[config.mk]
export PLATFORM = sky130hd
export DESIGN_NAME = lru_key_value_cache
export DESIGN_NICKNAME = d
export VERILOG_FILES = /design/src/rtl/core/lkvc_pkg.sv /design/src/rtl/core/lkvc_cell.sv /design/src/rtl/core/lkvc_select.sv /design/src/rtl/core/lru_key_value_cache.sv
export SDC_FILE = /design/constraint.sdc
export NUM_CORES = 1
export LEC_CHECK = 0
export ABC_CLOCK_PERIOD_IN_PS = 11500
export BUFFER_PORTS_ARGS = -buffer_cell sky130_fd_sc_hd__buf_2
export CELL_PAD_IN_SITES_DETAIL_PLACEMENT = 1
export CELL_PAD_IN_SITES_GLOBAL_PLACEMENT = 1
export CORE_MARGIN = 2
export CORE_UTILIZATION = 45
export CTS_CLUSTER_SIZE = 12
export DETAILED_ROUTE_END_ITERATION = 16
export PLACE_DENSITY_LB_ADDON = 0.1
export SETUP_SLACK_MARGIN = 0.15
export SLEW_MARGIN = 15
export SYNTH_ARGS = -nofsm -noshare
export SYNTH_HDL_FRONTEND = slang
export SYNTH_HIERARCHICAL = 1
export SYNTH_SLANG_ARGS = --single-unit
[constraint.sdc]
create_clock -name clock -period 11.5 [get_ports clock]
set_clock_uncertainty 0.05 [all_clocks]
set_input_delay 1.725 -clock clock [delete_from_list [all_inputs] [get_ports clock]]
set_output_delay 1.725 -clock clock [all_outputs]
set_load 0.005 [all_outputs]
[src/rtl/core/lkvc_pkg.sv]
`timescale 1ns / 1ps
`default_nettype none

package lkvc_pkg;

   // Field widths fixed by the interface.
   localparam int DATA_W = 32;
   localparam int CAP_W  = 5;

   // Defaults.
   localparam int ENTRIES_DEFAULT = 16;
   localparam logic [CAP_W-1:0] CAP_RESET = 5'd16;

   // Request kinds carried on req_tuser.
   localparam logic OP_GET = 1'b0;
   localparam logic OP_PUT = 1'b1;

   // Value returned by a get that misses.
   localparam logic [DATA_W-1:0] MISS_VALUE = '1;

   // One stored pair together with its occupancy flag.
   typedef struct packed {
      logic              valid;
      logic [DATA_W-1:0] key;
      logic [DATA_W-1:0] value;
   } entry_type;

   // Per-cell control issued by the sequencer.
   typedef struct packed {
      logic lookup_en;
      logic shift_en;
   } cell_ctrl_type;

endpackage

`default_nettype wire

[src/rtl/core/lkvc_cell.sv]
`timescale 1ns / 1ps
`default_nettype none

// One position of the recency list. Position 0 is the most recent entry.
// On a shift the cell takes the entry of its left neighbor.
module lkvc_cell (
   input  wire logic                        clock,
   input  wire logic                        reset,
   input  wire lkvc_pkg::cell_ctrl_type     ctrl,
   input  wire logic [lkvc_pkg::DATA_W-1:0] lookup_key,
   input  wire lkvc_pkg::entry_type         prev_entry,
   output lkvc_pkg::entry_type              entry,
   output logic                             match
);
   import lkvc_pkg::*;

   logic              valid_ff;
   logic [DATA_W-1:0] key_ff;
   logic [DATA_W-1:0] value_ff;
   logic              match_ff;

   // Occupancy and match flag are control state.
   always_ff @(posedge clock) begin
      if (reset) begin
         valid_ff <= 1'b0;
         match_ff <= 1'b0;
      end else begin
         if (ctrl.shift_en) begin
            valid_ff <= prev_entry.valid;
         end
         if (ctrl.lookup_en) begin
            match_ff <= valid_ff && (key_ff == lookup_key);
         end
      end
   end

   // Stored pair moves with the list.
   always_ff @(posedge clock) begin
      if (ctrl.shift_en) begin
         key_ff   <= prev_entry.key;
         value_ff <= prev_entry.value;
      end
   end

   assign entry.valid = valid_ff;
   assign entry.key   = key_ff;
   assign entry.value = value_ff;
   assign match       = match_ff;

endmodule

`default_nettype wire

[src/rtl/core/lkvc_select.sv]
`timescale 1ns / 1ps
`default_nettype none

// Reduces the one-hot match flags of the cells to a hit flag, the matching
// value and the matching position.
module lkvc_select #(
   parameter int ENTRIES = lkvc_pkg::ENTRIES_DEFAULT,
   parameter int IDX_W   = 1
) (
   input  wire logic [ENTRIES-1:0]          match_vec,
   input  wire lkvc_pkg::entry_type         cell_entry [ENTRIES],
   output logic                             hit,
   output logic [lkvc_pkg::DATA_W-1:0]      hit_value,
   output logic [IDX_W-1:0]                 hit_pos
);
   import lkvc_pkg::*;

   // Keys are unique among valid cells, so an OR of masked fields selects.
   always_comb begin
      hit_value = '0;
      hit_pos   = '0;
      for (int i = 0; i < ENTRIES; i++) begin
         if (match_vec[i]) begin
            hit_value = hit_value | cell_entry[i].value;
            hit_pos   = hit_pos | IDX_W'(i);
         end
      end
   end

   assign hit = |match_vec;

endmodule

`default_nettype wire

[src/rtl/core/lru_key_value_cache.sv]
`timescale 1ns / 1ps
`default_nettype none

// Channel   Direction  Fields (lowest bit first)
// req_*     in         tdata: key[31:0], put_value[63:32]; tuser: opcode
// rsp_*     out        tdata: read_value[31:0]; tuser: hit
// csr_*     in         wdata: capacity[4:0]
//
// Each transaction steps through accept, key compare in all cells, match
// reduction and the list shift, which on a get loads the result register.
// The list is a row of ENTRIES cells kept in recency order; a hit or an
// insert moves the entry to the head while the cells in front of it shift
// back by one. Reset empties the list at once; no clearing pass is needed.
// A get waits in the shift step while the previous result is still not
// taken; a put never waits on rsp_tready.
module lru_key_value_cache #(
   parameter int ENTRIES = lkvc_pkg::ENTRIES_DEFAULT
) (
   input  wire logic                          clock,
   input  wire logic                          reset,
   // Request channel.
   input  wire logic                          req_tvalid,
   output logic                               req_tready,
   input  wire logic [2*lkvc_pkg::DATA_W-1:0] req_tdata,  // key, put_value
   input  wire logic                          req_tuser,  // opcode
   // Result channel.
   output logic                               rsp_tvalid,
   input  wire logic                          rsp_tready,
   output logic [lkvc_pkg::DATA_W-1:0]        rsp_tdata,  // read_value
   output logic                               rsp_tuser,  // hit
   // Capacity register.
   input  wire logic                          csr_we,
   input  wire logic [lkvc_pkg::CAP_W-1:0]    csr_wdata
);
   import lkvc_pkg::*;

   localparam int IDX_W = (ENTRIES > 1) ? $clog2(ENTRIES) : 1;
   localparam int CNT_W = $clog2(ENTRIES + 1);
   localparam int CMP_W = (CNT_W > CAP_W) ? CNT_W : CAP_W;

   typedef enum logic [1:0] {
      ST_IDLE,
      ST_LOOKUP,
      ST_RESOLVE,
      ST_UPDATE
   } state_type;

   state_type         state_ff;
   logic              op_ff;
   logic [DATA_W-1:0] key_ff;
   logic [DATA_W-1:0] put_value_ff;
   logic              hit_ff;
   logic [DATA_W-1:0] hit_value_ff;
   logic [IDX_W-1:0]  hit_pos_ff;
   logic [CNT_W-1:0]  count_ff;
   logic [CAP_W-1:0]  capacity_ff;
   logic              rsp_tvalid_ff;
   logic              rsp_hit_ff;
   logic [DATA_W-1:0] rsp_value_ff;

   entry_type         head_entry;
   entry_type         cell_entry [ENTRIES];
   logic [ENTRIES-1:0] match_vec;
   logic [ENTRIES-1:0] valid_vec;
   logic [ENTRIES-1:0] shift_vec;

   logic              sel_hit;
   logic [DATA_W-1:0] sel_value;
   logic [IDX_W-1:0]  sel_pos;

   logic              out_busy;
   logic              proceed;
   logic              cap_zero;
   logic              has_room;
   logic              do_shift;
   logic              do_insert;
   logic [IDX_W-1:0]  target;
   logic [CNT_W-1:0]  count_last;

   // Capacity register.
   always_ff @(posedge clock) begin
      if (reset) begin
         capacity_ff <= CAP_RESET;
      end else if (csr_we) begin
         capacity_ff <= csr_wdata;
      end
   end

   // Decide how the list moves for the transaction in hand.
   assign out_busy   = rsp_tvalid_ff && !rsp_tready;
   assign proceed    = (state_ff == ST_UPDATE) && !((op_ff == OP_GET) && out_busy);
   assign cap_zero   = (capacity_ff == '0);
   assign has_room   = (count_ff != CNT_W'(ENTRIES)) &&
                       (CMP_W'(count_ff) < CMP_W'(capacity_ff));
   assign count_last = count_ff - CNT_W'(1);

   always_comb begin
      do_shift  = 1'b0;
      do_insert = 1'b0;
      target    = hit_pos_ff;
      priority if (op_ff == OP_GET) begin
         do_shift = hit_ff;
      end else if (cap_zero) begin
         do_shift = 1'b0;
      end else if (hit_ff) begin
         do_shift = 1'b1;
      end else if (has_room) begin
         do_shift  = 1'b1;
         do_insert = 1'b1;
         target    = count_ff[IDX_W-1:0];
      end else begin
         // Full: the least recent entry sits at the last occupied position.
         do_shift = 1'b1;
         target   = count_last[IDX_W-1:0];
      end
   end

   // The head cell takes the request key with its new or found value.
   assign head_entry.valid = 1'b1;
   assign head_entry.key   = key_ff;
   assign head_entry.value = (op_ff == OP_PUT) ? put_value_ff : hit_value_ff;

   // Row of cells.
   for (genvar i = 0; i < ENTRIES; i++) begin : g_cell
      cell_ctrl_type ctrl;
      entry_type     prev;

      assign shift_vec[i]   = proceed && do_shift && (IDX_W'(i) <= target);
      assign ctrl.shift_en  = shift_vec[i];
      assign ctrl.lookup_en = (state_ff == ST_LOOKUP);

      if (i == 0) begin : g_head
         assign prev = head_entry;
      end else begin : g_body
         assign prev = cell_entry[i-1];
      end

      lkvc_cell u_cell (
         .clock      (clock),
         .reset      (reset),
         .ctrl       (ctrl),
         .lookup_key (key_ff),
         .prev_entry (prev),
         .entry      (cell_entry[i]),
         .match      (match_vec[i])
      );

      assign valid_vec[i] = cell_entry[i].valid;
   end

   lkvc_select #(
      .ENTRIES (ENTRIES),
      .IDX_W   (IDX_W)
   ) u_select (
      .match_vec  (match_vec),
      .cell_entry (cell_entry),
      .hit        (sel_hit),
      .hit_value  (sel_value),
      .hit_pos    (sel_pos)
   );

   // Request payload and match results.
   always_ff @(posedge clock) begin
      if ((state_ff == ST_IDLE) && req_tvalid) begin
         op_ff        <= req_tuser;
         key_ff       <= req_tdata[DATA_W-1:0];
         put_value_ff <= req_tdata[2*DATA_W-1:DATA_W];
      end
      if (state_ff == ST_RESOLVE) begin
         hit_value_ff <= sel_value;
         hit_pos_ff   <= sel_pos;
      end
   end

   // Sequencer with the entry count and the result register.
   always_ff @(posedge clock) begin
      if (reset) begin
         state_ff      <= ST_IDLE;
         hit_ff        <= 1'b0;
         count_ff      <= '0;
         rsp_tvalid_ff <= 1'b0;
         rsp_hit_ff    <= 1'b0;
         rsp_value_ff  <= '0;
      end else begin
         // A completed get loads the result; a taken result empties it.
         if (proceed && (op_ff == OP_GET)) begin
            rsp_tvalid_ff <= 1'b1;
            rsp_hit_ff    <= hit_ff;
            rsp_value_ff  <= hit_ff ? hit_value_ff : MISS_VALUE;
         end else if (rsp_tready) begin
            rsp_tvalid_ff <= 1'b0;
         end
         unique case (state_ff)
            ST_IDLE: begin
               if (req_tvalid) begin
                  state_ff <= ST_LOOKUP;
               end
            end
            ST_LOOKUP: begin
               state_ff <= ST_RESOLVE;
            end
            ST_RESOLVE: begin
               hit_ff   <= sel_hit;
               state_ff <= ST_UPDATE;
            end
            ST_UPDATE: begin
               if (proceed) begin
                  if (do_insert) begin
                     count_ff <= count_ff + CNT_W'(1);
                  end
                  state_ff <= ST_IDLE;
               end
            end
            default: begin
               state_ff <= ST_IDLE;
            end
         endcase
      end
   end

   assign req_tready = (state_ff == ST_IDLE);
   assign rsp_tvalid = rsp_tvalid_ff;
   assign rsp_tdata  = rsp_value_ff;
   assign rsp_tuser  = rsp_hit_ff;

   // The occupied cells and the entry count agree.
   a_count_matches_valid: assert property (@(posedge clock) disable iff (reset)
      $countones(valid_vec) == int'(count_ff))
      else $error("entry count differs from occupied cells");

   // A key is held in at most one cell.
   a_single_match: assert property (@(posedge clock) disable iff (reset)
      $onehot0(match_vec))
      else $error("key matched in more than one cell");

   // A new result only follows the shift step of a get.
   a_result_from_get: assert property (@(posedge clock) disable iff (reset)
      $rose(rsp_tvalid_ff) |-> $past(proceed && (op_ff == OP_GET)))
      else $error("result raised without a completed get");

   // The list never shifts while a request is being accepted or compared.
   a_shift_only_in_update: assert property (@(posedge clock) disable iff (reset)
      (shift_vec != '0) |-> (state_ff == ST_UPDATE))
      else $error("cells shifted outside the update step");

endmodule

`default_nettype wire
==> reports/results.ini <==
[clocking]
cts_resized=0
cts_sinks=1204
post_cts_buffers=0
cts_made_buffers=132
root_buffer=clkbuf_16
clockBufferDepth=3
cts_tree=done
htreeDepth=4
insertion_delay_ns=0.72
cts_hold_buf=0
path_clk_slew_ns=0.06

[finish]
synthToLayoutAreaGrowth_pct=13.5
layout_common_cells=edfxtp_1, xnor2_1, xor2_1
diodes=0
fin_area_mm2=0.0526
nets=2961
fin_cells=4347
drive_above_1_share_pct=13.7
final_common_cell=edfxtp_1

[critical_path]
arrival_ns=5.70
cp-end-kind=flop
crit_path_start_kind=input pin
crit_fanout=45
worst_ep_required_time_ns=12.06
crit_type=in2reg

[sta]
period_share_pct=44.7
final_hold_viol_count=0
rsz0062_at_grt=no
tns_ns=0
tightest_slew_ns=1.22
slew-limit-headroom_pct=19.0
slew_viol_final=0
setup_viol=0
min_period_ns=5.14
fmax_mhz=194

[routing]
wirelength_mm=121
route.vias.total=25100
wire_per_inst_um=27.8
first_pass_iters=5
ant_nets=0
drt_iter0_markers=2219
viasPerCell=5.78
drc=0

[global_routing]
grt_max_degree=73
grt_use_total_pct=23.0
grt_pass1_wl_mm=180
grt_pass1_vias=26700
grt-ovfl-total=0
antenna_found_initial=0

[min_path]
hp-class=reg2reg

[power]
vdd_ir_drop_max_mv=0.217
powerDensity_mw_per_mm2=195
leakage_nw=16.7

[place]
place_hpwl_mm=74.3
place_area_mm2=0.0486
dp_cells=4109
io_buffers=109
place.gp.congestion=0.810

[floorplan]
num_rows=117
io_pins=110
die_h_um=325
initial_utilization_pct=45.5
dieArea_mm2=0.106
fp.dieW_um=325
core_mm2=0.102

[logic_synthesis]
syn_nets=2763
syn-cell-area_mm2=0.0464
ys.warnings.count=6
syn_avg_cell_area_um2=17.3
synthCells=2677

[outcome]
outcome=complete, no violations

[run]
maxCapViolCount=0

[metrics by stage]
step | hold WS (ns) | setup WS, ns | util [%] | power (mW)
floorplan | 0.372 | 3.70 | - | 5.90
global placement | 0.379 | 5.65 | 47.6 | 6.28
detailed placement | 0.386 | 5.59 | 47.6 | 6.32
CTS | 0.396 | 6.38 | 51.6 | 10.4
global route | 0.403 | 6.16 | 51.6 | 10.6
finish | 0.396 | 6.36 | 51.6 | 10.2
[worst max-delay path: stages]
cell,delay (ns)
buf_2,0.09
nand2b_1,0.17
nor2b_4,0.15
a32oi_2,0.83
clkinv_2,0.67
o21ai_2,0.19
buf_4,0.35
clkinv_2,0.54
buf_4,0.58
mux2i_1,0.25
nor2_1,0.05
[cell type report]
| type | instances | area (um2) |
|---|---|---|
| Clock inverter | 53 | 408 |
| Tap cell | 1368 | 1710 |
| Multi-Input combinational cell | 1318 | 10300 |
| Timing Repair Buffer | 172 | 1020 |
| Clock buffer | 185 | 3680 |
| Sequential cell | 1204 | 35400 |
| Fill cell | 9408 | 49400 |
| Inverter | 47 | 179 |
[flip-flops by register name, summed over array words and instances (netlist names)]
signal,cells
g_cell.u_cell/key_ff,512
g_cell.u_cell/value_ff,512
hit_value_ff,32
key_ff,32
put_value_ff,32
rsp_tdata,32
g_cell.u_cell/match,16
g_cell.u_cell/valid_ff,16
capacity_ff,5
count_ff,5
hit_pos_ff,4
state_ff,2
hit_ff,1
op_ff,1
rsp_tuser,1
rsp_tvalid,1
[layer usage]
metal	up-vias	track usage, %	part of all wire [%]
met1	13200	33.4	45
met5	-	0	0
met2	838	35.3	46
met3	219	4.01	6.5
met4	0	7.47	2.8
li1	10900	-	-
[where the power goes]
part	leakage [nW]	switching, mW	internal (mW)
clock network	2.00	1.71	2.33
registers	10.8	0.240	5.01
logic	3.88	0.587	0.373
total	16.7	2.53	7.71
[final timing paths]
| path | cells after the start | slack (ns) | start | endpoint |
|---|---|---|---|---|
| setup / recovery | 11 | 6.36 | rsp_tready | g_cell[8].u_cell/valid_ff |
| hold / removal | 0 | 0.40 | g_cell[2].u_cell/value_ff[4] | g_cell[3].u_cell/value_ff[4] |
| setup reg to reg | 11 | 6.55 | op_ff | g_cell[8].u_cell/valid_ff |
| hold reg to reg | 0 | 0.40 | g_cell[2].u_cell/value_ff[4] | g_cell[3].u_cell/value_ff[4] |
Note: power is estimated with default switching activity, not from simulation.
